--- config.mk ---
export PLATFORM = sky130hd
export DESIGN_NAME = sms_pdu_hex_deliver_parser
export DESIGN_NICKNAME = d
export VERILOG_FILES = /design/src/smspdu_pkg.sv /design/src/smspdu_parse_core.sv /design/src/smspdu_out_reg.sv /design/src/sms_pdu_hex_deliver_parser.sv
export SDC_FILE = /design/constraint.sdc
export NUM_CORES = 1
export LEC_CHECK = 0
export BUFFER_PORTS_ARGS = -buffer_cell sky130_fd_sc_hd__buf_2
export CORE_MARGIN = 4
export CORE_UTILIZATION = 50
export CTS_CLUSTER_DIAMETER = 60
export DETAILED_ROUTE_END_ITERATION = 8
export PLACE_DENSITY = 0.72
export SYNTH_ARGS = -nofsm -noshare
export SYNTH_HDL_FRONTEND = slang
export SYNTH_SLANG_ARGS = --single-unit
--- constraint.sdc ---
create_clock -name clk -period 4.4 [get_ports clk]
set_input_delay 0.22 -clock clk [delete_from_list [all_inputs] [get_ports clk]]
set_output_delay 0.22 -clock clk [all_outputs]
set_load 0.01 [all_outputs]
--- src/smspdu_pkg.sv ---
// shared types, codes and decode helpers for the sms-deliver pdu hex parser
package smspdu_pkg;

  // walk through the pdu fields
  typedef enum logic [3:0] {
    PH_SMSC_LEN  = 4'd0,
    PH_SMSC_TYPE = 4'd1,
    PH_SMSC_DIG  = 4'd2,
    PH_FIRST     = 4'd3,
    PH_OA_LEN    = 4'd4,
    PH_OA_TYPE   = 4'd5,
    PH_OA_DIG    = 4'd6,
    PH_PID       = 4'd7,
    PH_DCS       = 4'd8,
    PH_TS        = 4'd9,
    PH_UDL       = 4'd10,
    PH_UD        = 4'd11,
    PH_IDLE      = 4'd12
  } phase_t;

  localparam logic [2:0] KIND_HEADER = 3'd0;
  localparam logic [2:0] KIND_SMSC   = 3'd1;
  localparam logic [2:0] KIND_SENDER = 3'd2;
  localparam logic [2:0] KIND_PID    = 3'd3;
  localparam logic [2:0] KIND_DCS    = 3'd4;
  localparam logic [2:0] KIND_TSTAMP = 3'd5;
  localparam logic [2:0] KIND_UDL    = 3'd6;
  localparam logic [2:0] KIND_DATA   = 3'd7;

  localparam logic [7:0] ASCII_0 = 8'h30;
  localparam logic [7:0] ASCII_9 = 8'h39;
  localparam logic [7:0] ASCII_A = 8'h41;
  localparam logic [7:0] ASCII_F = 8'h46;

  typedef struct packed {
    logic [2:0] field_kind;
    logic [7:0] byte_value;
    logic [7:0] first_digit;
    logic [7:0] second_digit;
    logic       second_valid;
    logic       message_done;
  } result_t;

  // digits map to 0-9, anything else follows the letter rule, kept to 8 bits
  function automatic logic [7:0] nib_value(input logic [7:0] c);
    logic [7:0] v;
    if (c >= ASCII_0 && c <= ASCII_9) begin
      v = c - ASCII_0;
    end else begin
      v = c - ASCII_A + 8'd10;
    end
    return v;
  endfunction

endpackage

--- src/smspdu_parse_core.sv ---
// input register, pdu field walker and result formation
module smspdu_parse_core #(
  parameter int TIMESTAMP_DIGITS = 14
) (
  input  logic                   clk,
  input  logic                   rst_n,
  input  logic                   in_valid,
  input  logic [7:0]             in_hex_char,
  input  logic                   in_start_flag,
  output logic                   in_ready,
  output logic                   res_valid,
  output smspdu_pkg::result_t    res,
  input  logic                   res_ready
);

  localparam int TsCharsInt = (TIMESTAMP_DIGITS + 1) & ~1;
  localparam logic [8:0] TS_CHARS = 9'(TsCharsInt);

  logic                   item_v_r;
  logic [7:0]             char_r;
  logic                   start_r;

  smspdu_pkg::phase_t     phase_r, phase_nxt;
  logic [7:0]             held_r, held_nxt;
  logic                   half_r, half_nxt;
  logic [8:0]             rem_r, rem_nxt;
  logic [3:0]             hi_r, hi_nxt;

  logic                   take;
  smspdu_pkg::phase_t     ph;
  logic [8:0]             rem_w;
  logic [7:0]             nib;
  logic [7:0]             b;
  logic                   last;

  assign take     = item_v_r & res_ready;
  assign in_ready = ~item_v_r | res_ready;

  always_ff @(posedge clk) begin
    if (!rst_n) begin
      item_v_r <= 1'b0;
    end else if (in_ready) begin
      item_v_r <= in_valid;
    end
  end

  always_ff @(posedge clk) begin
    if (in_ready && in_valid) begin
      char_r  <= in_hex_char;
      start_r <= in_start_flag;
    end
  end

  always_ff @(posedge clk) begin
    if (!rst_n) begin
      phase_r <= smspdu_pkg::PH_SMSC_LEN;
      held_r  <= '0;
      half_r  <= 1'b0;
      rem_r   <= '0;
      hi_r    <= '0;
    end else begin
      phase_r <= phase_nxt;
      held_r  <= held_nxt;
      half_r  <= half_nxt;
      rem_r   <= rem_nxt;
      hi_r    <= hi_nxt;
    end
  end

  always_comb begin
    phase_nxt = phase_r;
    held_nxt  = held_r;
    half_nxt  = half_r;
    rem_nxt   = rem_r;
    hi_nxt    = hi_r;
    res_valid = 1'b0;
    res       = '0;
    nib       = smspdu_pkg::nib_value(char_r);
    b         = {hi_r, 4'b0000} | nib;
    last      = 1'b0;
    ph        = start_r ? smspdu_pkg::PH_SMSC_LEN : phase_r;
    rem_w     = start_r ? 9'd0 : rem_r;

    if (take) begin
      phase_nxt = ph;
      rem_nxt   = rem_w;
      half_nxt  = start_r ? 1'b0 : half_r;
      if (ph != smspdu_pkg::PH_IDLE) begin
        if (start_r || !half_r) begin
          // first character of a pair
          held_nxt = char_r;
          hi_nxt   = nib[3:0];
          half_nxt = 1'b1;
        end else begin
          half_nxt       = 1'b0;
          res_valid      = 1'b1;
          res.byte_value = b;
          res.field_kind = smspdu_pkg::KIND_HEADER;
          unique case (ph) inside
            smspdu_pkg::PH_SMSC_LEN: begin
              if (b == 8'd0) begin
                phase_nxt = smspdu_pkg::PH_FIRST;
              end else begin
                rem_nxt   = {b - 8'd1, 1'b0};
                phase_nxt = smspdu_pkg::PH_SMSC_TYPE;
              end
            end
            smspdu_pkg::PH_SMSC_TYPE: begin
              phase_nxt = (rem_w != 9'd0) ? smspdu_pkg::PH_SMSC_DIG : smspdu_pkg::PH_FIRST;
            end
            smspdu_pkg::PH_FIRST: begin
              phase_nxt = smspdu_pkg::PH_OA_LEN;
            end
            smspdu_pkg::PH_OA_LEN: begin
              rem_nxt   = {1'b0, b} + {8'd0, b[0]};
              phase_nxt = smspdu_pkg::PH_OA_TYPE;
            end
            smspdu_pkg::PH_OA_TYPE: begin
              phase_nxt = (rem_w != 9'd0) ? smspdu_pkg::PH_OA_DIG : smspdu_pkg::PH_PID;
            end
            smspdu_pkg::PH_PID: begin
              res.field_kind = smspdu_pkg::KIND_PID;
              phase_nxt      = smspdu_pkg::PH_DCS;
            end
            smspdu_pkg::PH_DCS: begin
              res.field_kind = smspdu_pkg::KIND_DCS;
              rem_nxt        = TS_CHARS;
              phase_nxt      = (TS_CHARS != 9'd0) ? smspdu_pkg::PH_TS : smspdu_pkg::PH_UDL;
            end
            smspdu_pkg::PH_UDL: begin
              res.field_kind   = smspdu_pkg::KIND_UDL;
              res.message_done = (b == 8'd0);
              rem_nxt          = {b, 1'b0};
              phase_nxt        = (b != 8'd0) ? smspdu_pkg::PH_UD : smspdu_pkg::PH_IDLE;
            end
            smspdu_pkg::PH_UD: begin
              last             = (rem_w <= 9'd2);
              rem_nxt          = last ? 9'd0 : rem_w - 9'd2;
              res.field_kind   = smspdu_pkg::KIND_DATA;
              res.message_done = last;
              if (last) begin
                phase_nxt = smspdu_pkg::PH_IDLE;
              end
            end
            smspdu_pkg::PH_SMSC_DIG,
            smspdu_pkg::PH_OA_DIG,
            smspdu_pkg::PH_TS: begin
              // semi-octet fields: swap the pair, drop a trailing filler
              last              = (rem_w <= 9'd2);
              rem_nxt           = last ? 9'd0 : rem_w - 9'd2;
              res.first_digit   = char_r;
              res.second_digit  = held_r;
              res.second_valid  = ~(last && held_r == smspdu_pkg::ASCII_F);
              if (ph == smspdu_pkg::PH_SMSC_DIG) begin
                res.field_kind = smspdu_pkg::KIND_SMSC;
                if (last) phase_nxt = smspdu_pkg::PH_FIRST;
              end else if (ph == smspdu_pkg::PH_OA_DIG) begin
                res.field_kind = smspdu_pkg::KIND_SENDER;
                if (last) phase_nxt = smspdu_pkg::PH_PID;
              end else begin
                res.field_kind = smspdu_pkg::KIND_TSTAMP;
                if (last) phase_nxt = smspdu_pkg::PH_UDL;
              end
            end
            default: begin
              res_valid = 1'b0;
            end
          endcase
        end
      end
    end
  end

endmodule

--- src/smspdu_out_reg.sv ---
// result register with valid/ready toward the receiver
module smspdu_out_reg (
  input  logic                clk,
  input  logic                rst_n,
  input  logic                res_valid,
  input  smspdu_pkg::result_t res,
  output logic                res_ready,
  output logic                out_valid,
  input  logic                out_ready,
  output smspdu_pkg::result_t out_data
);

  logic                out_v_r;
  smspdu_pkg::result_t data_r;

  assign res_ready = ~out_v_r | out_ready;
  assign out_valid = out_v_r;
  assign out_data  = data_r;

  always_ff @(posedge clk) begin
    if (!rst_n) begin
      out_v_r <= 1'b0;
    end else if (res_ready) begin
      out_v_r <= res_valid;
    end
  end

  always_ff @(posedge clk) begin
    if (res_ready && res_valid) begin
      data_r <= res;
    end
  end

endmodule

--- src/sms_pdu_hex_deliver_parser.sv ---
// top level of the sms-deliver pdu hex parser
//
// input channel: one ascii character of the hex pdu text per transaction
// (in_hex_char), in_start_flag high on the first character of a new pdu.
// output channel: one transaction per completed byte with the field kind,
// the byte, the swapped digit characters for semi-octet fields and the
// end-of-message flag. the first character of a pair and characters after
// the end of the message give no output transaction.
// path: an accepted character sits in the input register, then the field
// walker loads the result register, which drives out_valid.
// throughput: one character per cycle while the receiver does not stall,
// set by the combinational walker between the input and result registers.
// reset (rst_n low, synchronous) empties both registers and returns the
// walker to waiting for the smsc length.
// while the receiver stalls the result is held; one more character waits in
// the input register, then in_ready drops until out_ready returns.
module sms_pdu_hex_deliver_parser #(
  parameter int TIMESTAMP_DIGITS = 14
) (
  input  logic       clk,
  input  logic       rst_n,
  input  logic       in_valid,
  output logic       in_ready,
  input  logic [7:0] in_hex_char,
  input  logic       in_start_flag,
  output logic       out_valid,
  input  logic       out_ready,
  output logic [2:0] out_field_kind,
  output logic [7:0] out_byte_value,
  output logic [7:0] out_first_digit,
  output logic [7:0] out_second_digit,
  output logic       out_second_valid,
  output logic       out_message_done
);

  logic                res_valid;
  logic                res_ready;
  smspdu_pkg::result_t res;
  smspdu_pkg::result_t out_data;

  smspdu_parse_core #(
    .TIMESTAMP_DIGITS(TIMESTAMP_DIGITS)
  ) u_core (
    .clk          (clk),
    .rst_n        (rst_n),
    .in_valid     (in_valid),
    .in_hex_char  (in_hex_char),
    .in_start_flag(in_start_flag),
    .in_ready     (in_ready),
    .res_valid    (res_valid),
    .res          (res),
    .res_ready    (res_ready)
  );

  smspdu_out_reg u_out (
    .clk      (clk),
    .rst_n    (rst_n),
    .res_valid(res_valid),
    .res      (res),
    .res_ready(res_ready),
    .out_valid(out_valid),
    .out_ready(out_ready),
    .out_data (out_data)
  );

  assign out_field_kind   = out_data.field_kind;
  assign out_byte_value   = out_data.byte_value;
  assign out_first_digit  = out_data.first_digit;
  assign out_second_digit = out_data.second_digit;
  assign out_second_valid = out_data.second_valid;
  assign out_message_done = out_data.message_done;

endmodule

==> results of run 1 <==
==> final cells by class <==
cell class | count | area share (%)
timing repair buffer | 47 | 5.63
inverter | 16 | 1.38
sequential | 66 | 39.1
multi-input combinational | 312 | 46.1
clock buffer | 9 | 2.85
tap | 99 | 2.85
clock inverter | 7 | 2.13
==> sequential cells by signal (all words and copies together) (netlist names) <==
name / cells
u_out.out_data: 29
u_core.rem_r: 9
u_core.char_r: 8
u_core.held_r: 8
u_core.hi_r: 4
u_core.phase_r: 4
u_core.half_r: 1
u_core.item_v_r: 1
u_core.start_r: 1
u_out.out_valid: 1
==> logic make-up after synthesis <==
family / count (synthesis) / share of synthesized area, %
simple gates: 168 / 22.9
compound gates: 122 / 22.7
flops: 66 / 43.7
buf+inv: 40 / 4.82
xor+xnor: 10 / 2.25
fa+ha+maj: 8 / 2.57
mux: 4 / 1.12
==> power groups by stage <==
stage	sequential, W	clock, W	combinational, W
2_1_floorplan	0.000698	0	0.000165
3_3_place_gp	0.000710	0	0.000199
3_5_place_dp	0.000712	0	0.000199
4_1_cts	0.000698	0.000576	0.000201
5_1_grt	0.000702	0.000604	0.000226
6_report	0.000699	0.000568	0.000206
==> layer usage <==
layer  global-route usage (%)  share of wire [%]
met4                     11.0                2.4
met2                     32.1                 44
met1                     32.3                 47
met3                     3.91                7.1
met5                        0                  0
==> how the worst min path moves through the flow <==
stage | endpoint | slack, ns | depth (start not counted)
after floorplan | u_core.char_r[0]$_DFFE_PP_ | 0.32 | 0
after global placement | u_core.start_r$_DFFE_PP_ | 0.40 | 1
after detailed placement | u_core.char_r[3]$_DFFE_PP_ | 0.40 | 1
after CTS | u_core.char_r[3]$_DFFE_PP_ | 0.03 | 1
after global routing | u_core.char_r[0]$_DFFE_PP_ | 0.04 | 1
final | u_core.char_r[3]$_DFFE_PP_ | 0.04 | 1
==> per-stage QoR <==
stage                     power [W]  area (sq um)  hold WS, ns  instances
after floorplan            0.000862          3890        0.319        418
after global placement     0.000909          4140        0.397        540
after detailed placement   0.000911          4140        0.398        540
after CTS                   0.00147          4350       0.0279        556
after global routing        0.00153          4350       0.0416        556
final                       0.00147          4350       0.0388        556
==> synth_stat cells (3+ instances only) <==
cell type,count
a211oi_1,4
a21boi_0,11
a21o_1,3
a21oi_1,12
a221oi_1,3
a311o_1,3
a31oi_1,7
and2_1,23
and3_1,7
buf_2,3
buf_6,4
clkbuf_1,16
dfxtp_1,28
edfxtp_1,38
ha_1,8
inv_1,14
mux2i_1,3
nand2_1,55
nand2b_1,5
nand3_1,10
nand4b_1,4
nor2_1,22
nor2b_1,9
nor3_1,5
nor4_1,7
o211a_1,3
o211ai_1,6
o21a_1,5
o21ai_0,21
o22ai_1,9
o31a_1,3
o31ai_1,4
or3_1,4
xnor2_1,9
==> critical path: stages, from the launching register on <==
cell      delay [ns]
edfxtp_1        0.58
inv_1           0.15
ha_1            0.23
o21bai_1        0.22
a21o_1          0.23
mux2i_2         0.39
ha_1            0.36
and3_1          0.35
a21oi_1         0.18
a221oi_1        0.34
o22ai_1         0.11
==> flow_metrics.py, run 1 <==
metrics = {
    "clocking": {
        "cts-hold-fix-buffers": 0,
        "cts-resized-gates": 0,
        "insertion_delay_ns": 0.35,
        "htree_levels": 3,
        "path_clk_slew_ns": 0.08,
        "cts_setup_buffers": 0,
        "clk_path_buf_depth": 2,
        "numClockSinks": 66,
        "cts_tree": "built",
        "cts_root_buf": "clkbuf_8",
        "numCtsBuffers": 9,
    },
    "synth": {
        "synth.distinct_cells": 72,
        "yosys_warnings": 0,
        "post_synth.cell_area_avg_sq_um": 9.32,
        "synthArstFlopShare_pct": 0,
        "postSynthCellCount": 418,
        "ys_seq_elements": 66,
        "yosys.area.top_type": "edfxtp_1",
        "syn_nets": 439,
        "synthesis.area_sq_um": 3890,
        "yosys_most_used_dff": "edfxtp_1",
        "netlist_top_cells_area": "edfxtp_1 29%, dfxtp_1 14%, nand2_1 5.3%",
        "synth_top_area_share_pct": 29.3,
        "yosysSeqAreaShare_pct": 43.7,
        "synth-edff-count": 38,
    },
    "sta": {
        "layout_setup_ws_ns": 1.14,
        "slew_viol_final": 0,
        "rsz0062_at_grt": "false",
        "finalCritPeriodShare_pct": 74.1,
        "slew-limit-headroom_pct": 21.3,
        "period_needed_ns": 3.26,
        "finalSetupViolCount": 0,
        "finalHoldViolCount": 0,
        "worstMarginPinSlew_ns": 1.18,
        "skew_ns": 0.0111,
        "fmax_mhz": 307,
        "final.setup.tns_ns": 0,
    },
    "grt": {
        "grt-ovfl-total": 0,
        "grt_pass1_wl_microns": 15800,
        "grt_util_all_layers_pct": 22.4,
        "antenna_found_initial": 0,
        "grt_pass1_vias": 3139,
        "grt_max_degree": 28,
    },
    "run": {
        "drv_cap": 0,
    },
    "setup_path": {
        "cp_data_required_time_ns": 4.62,
        "rr_worst_depth": 10,
        "end_kind": "flop",
        "crit_path_end": "u_core.rem_r[4]$_SDFFE_PN0P_",
        "critPathLaunchType": "flop",
        "rr_endpoint": "u_core.rem_r[4]$_SDFFE_PN0P_",
        "startpoint": "u_core.char_r[0]$_DFFE_PP_",
        "critPathKind": "reg2reg",
        "r2r-start": "u_core.char_r[0]$_DFFE_PP_",
        "cp.arrival_ns": 3.48,
        "r2r_slack_ns": 1.14,
        "crit_fanout": 12,
    },
    "power_and_ir_drop": {
        "pwr-share-clk_pct": 38.6,
        "switching_power_w": 0.000410,
        "power_density_nw_per_um2": 338,
        "switching_share_pct": 27.8,
        "ir_drop_uv": 150,
        "power.internal_w": 0.00106,
        "p_comb_share_pct": 14.0,
        "p_seq_share_pct": 47.5,
        "power.leakage_nw": 1.58,
    },
    "final_layout": {
        "fin_nets": 473,
        "layout_common_cells": "55 x nand2_1, 43 x buf_2, 38 x edfxtp_1",
        "multiInputGateArea_sq_um": 2010,
        "final_core_util_pct": 58.8,
        "n_fill_cell": 654,
        "drive_gt1_share_pct": 16.8,
        "antenna_cells": 0,
        "final_common_cell": "nand2_1",
        "syn2layout_area_growth_pct": 11.8,
        "regArea_sq_um": 1700,
    },
    "floorplan": {
        "die_w_microns": 96.3,
        "io_pins": 44,
        "die_h_microns": 96.3,
        "fp.coreArea_sq_um": 7410,
        "start_util_pct": 52.6,
        "die_area_sq_um": 9270,
        "row_count": 31,
    },
    "route": {
        "remaining_drc_errors": 0,
        "drt-pass1-iter-count": 5,
        "post_drt_wl_per_cell_microns": 17.6,
        "antenna_left": 0,
        "wl_microns": 9810,
        "drt-initial-drc-count": 307,
        "vias": 3445,
        "viasPerCell": 6.20,
    },
    "placement": {
        "gp_congestion": 0.983,
        "portBuffers": 43,
        "post-place-ws_ns": 1.21,
        "dpl.hpwl_microns": 6910,
    },
    "min_path": {
        "worstHoldStart": "in_hex_char[3]",
        "hold_path.class": "in2reg",
    },
    "status": {
        "status": "finished clean",
    },
}
Power figures use the tool's default switching activity.
==> run 2, diff against run 1 <==
Settings changed: PLACE_DENSITY 0.72 to 0.75.
Clock period 4.4 ns to 3 ns, I/O delays scaled along.
==> flow_metrics.py, run 2 (synthesis results as in run 1) <==
metrics = {
    "final_layout": {
        "largest_reg_flops": 29,
        "drive_gt1_share_pct": 20.5,
        "syn2layout_area_growth_pct": 18.0,
        "layout_common_cells": "55 x nand2_1, 43 x buf_2, 38 x edfxtp_1",
        "antenna_cells": 0,
        "final_common_cell": "nand2_1",
        "fin_nets": 498,
        "fin_cells": 581,
        "postLayoutCellArea_sq_um": 4600,
    },
    "setup_path": {
        "cpMaxStageDelayCell": "edfxtp_1",
        "r2r_slack_ns": 0.15,
        "crit_fanout": 6,
        "critPathLaunchType": "flop",
        "cp.arrival_ns": 3.09,
        "critPathKind": "reg2reg",
        "r2r-start": "u_core.char_r[0]$_DFFE_PP_",
        "critPathMostFrequentCell": "ha_1",
        "path_cells": "inv_1 > ha_1 > o21bai_1 > a21o_1 > mux2i_4 > inv_2 > ha_1 > xnor2_1 > a211o_1 > o21ai_0 > a21boi_1",
        "rr_worst_depth": 11,
        "rr_endpoint": "u_core.rem_r[2]$_SDFFE_PN0P_",
        "end_kind": "flop",
        "crit_path_max_incr_delay_ns": 0.45,
        "cp_data_required_time_ns": 3.24,
    },
    "grt": {
        "grt-ovfl-total": 0,
        "grt_pass1_vias": 3180,
        "grt_util_all_layers_pct": 22.3,
        "grt_pass1_wl_microns": 16000,
        "grt_max_degree": 30,
        "antenna_found_initial": 0,
    },
    "min_path": {
        "hold_depth": 3,
        "hold_path.class": "in2reg",
        "hold_end": "u_core.item_v_r$_SDFFE_PN0N_",
        "worstHoldStart": "in_valid",
    },
    "floorplan": {
        "die_area_sq_um": 9270,
        "fp.coreArea_sq_um": 7410,
        "die_w_microns": 96.3,
        "row_count": 31,
        "start_util_pct": 52.6,
        "die_h_microns": 96.3,
        "io_pins": 44,
    },
    "run": {
        "drv_cap": 0,
    },
    "placement": {
        "dpl_cell_area_sq_um": 4250,
        "dp_cells": 555,
        "dpl.hpwl_microns": 7000,
        "portBuffers": 43,
        "gp_congestion": 0.931,
    },
    "clocking": {
        "cts_tree": "built",
        "numCtsBuffers": 9,
        "path_clk_slew_ns": 0.08,
        "numClockSinks": 66,
        "insertion_delay_ns": 0.35,
        "htree_levels": 3,
        "clk_path_buf_depth": 2,
        "cts_root_buf": "clkbuf_8",
    },
    "sta": {
        "period_needed_ns": 2.85,
        "finalCritPeriodShare_pct": 95.0,
        "worstMarginPinSlew_ns": 0.771,
        "slew-limit-headroom_pct": 48.2,
        "fmax_mhz": 351,
        "finalHoldViolCount": 0,
        "final.setup.tns_ns": 0,
        "slew_viol_final": 0,
        "rsz0062_at_grt": "false",
        "skew_ns": 0.0117,
        "finalSetupViolCount": 0,
    },
    "route": {
        "drt-initial-drc-count": 260,
        "antenna_left": 0,
        "wl_microns": 9780,
        "post_drt_wl_per_cell_microns": 16.8,
        "drt-pass1-iter-count": 5,
        "remaining_drc_errors": 0,
        "vias": 3514,
        "viasPerCell": 6.05,
    },
    "power_and_ir_drop": {
        "ir_drop_uv": 243,
        "power.leakage_nw": 1.71,
        "power_density_nw_per_um2": 475,
    },
    "status": {
        "status": "finished clean",
    },
}
## run 2: changes by cell type in the layout (fill, tap and decap cells not counted), moves of 2 or more
cell | before | now
buf_4 | 4 | 20
clkinvlp_4 | 2 | 0
and3_1 | 7 | 5
and3_2 | 0 | 2
clkinv_4 | 0 | 2
dlygate4sd3_1 | 0 | 9
## run 2: area by class of cell
| type | instances | area [sq um] |
|---|---|---|
| clock buffers | 10 | 149 |
| clock inverters | 6 | 70.1 |
| fillers | 631 | 2810 |
| inverters | 16 | 60.1 |
| multi-input cells | 312 | 2040 |
| flip-flops and latches | 66 | 1700 |
| well taps | 99 | 124 |
| repair buffers | 72 | 455 |
## run 2: how the worst max path moves through the flow
stage                          startpoint                      endpoint  slack [ns]  cells past startpoint
4_1_cts        u_core.char_r[0]$_DFFE_PP_  u_core.rem_r[3]$_SDFFE_PN0P_        0.03                     10
5_1_grt        u_core.char_r[0]$_DFFE_PP_  u_core.rem_r[1]$_SDFFE_PN0P_       0.004                     10
3_3_place_gp   u_core.char_r[0]$_DFFE_PP_  u_core.rem_r[4]$_SDFFE_PN0P_        0.24                     10
6_report       u_core.char_r[0]$_DFFE_PP_  u_core.rem_r[2]$_SDFFE_PN0P_        0.15                     11
3_5_place_dp   u_core.char_r[0]$_DFFE_PP_  u_core.rem_r[3]$_SDFFE_PN0P_        0.09                     10
2_1_floorplan  u_core.char_r[4]$_DFFE_PP_  u_core.rem_r[6]$_SDFFE_PN0P_        0.20                     11
## run 2: where the power goes
part	total [W]	switching (W)	leakage [nW]	internal (W)
logic	0.000358	0.000215	1.04	0.000144
clock network	0.000817	0.000376	0.112	0.000441
registers	0.00101	0.0000289	0.561	0.000980
## run 2: metrics by stage
step / setup slack [ns] / util, % / power (W) / hold WS (ns)
after detailed placement: 0.0865 / 57.4 / 0.00136 / 0.328
after CTS: 0.0280 / 61.5 / 0.00217 / 0.0637
final: 0.150 / 62.1 / 0.00219 / 0.0643
after global routing: 0.00358 / 62.1 / 0.00228 / 0.0805
after global placement: 0.235 / 57.4 / 0.00135 / 0.327
after floorplan: 0.198 / - / 0.00126 / 0.249
## run 2: repair_timing
| action | CTS | global route |
|---|---|---|
| gates resized for setup | 0 | 7 |
| endpoints found under the hold margin | 9 | 0 |
| setup buffers | 0 | 1 |
| endpoints found under the setup margin | 0 | 12 |
| hold buffers | 9 | 0 |
## run 2: critical path, delay by kind of cell, from the launching register on
family                   cells  cell delay, ns
flip-flops                   1            0.45
AO/OA/AOI/OAI                5            1.13
XOR/XNOR                     1            0.14
buffers and inverters        2            0.19
adder cells (fa/ha/maj)      2            0.47
multiplexers                 1            0.37
## run 2: metal layers
metal	wire, microns	GRT usage, %	part of all wire, %
met1	4350	30.6	45
met2	4550	35.3	47
met3	731	4.61	7.5
met4	145	6.87	1.5
met5	0	0	0
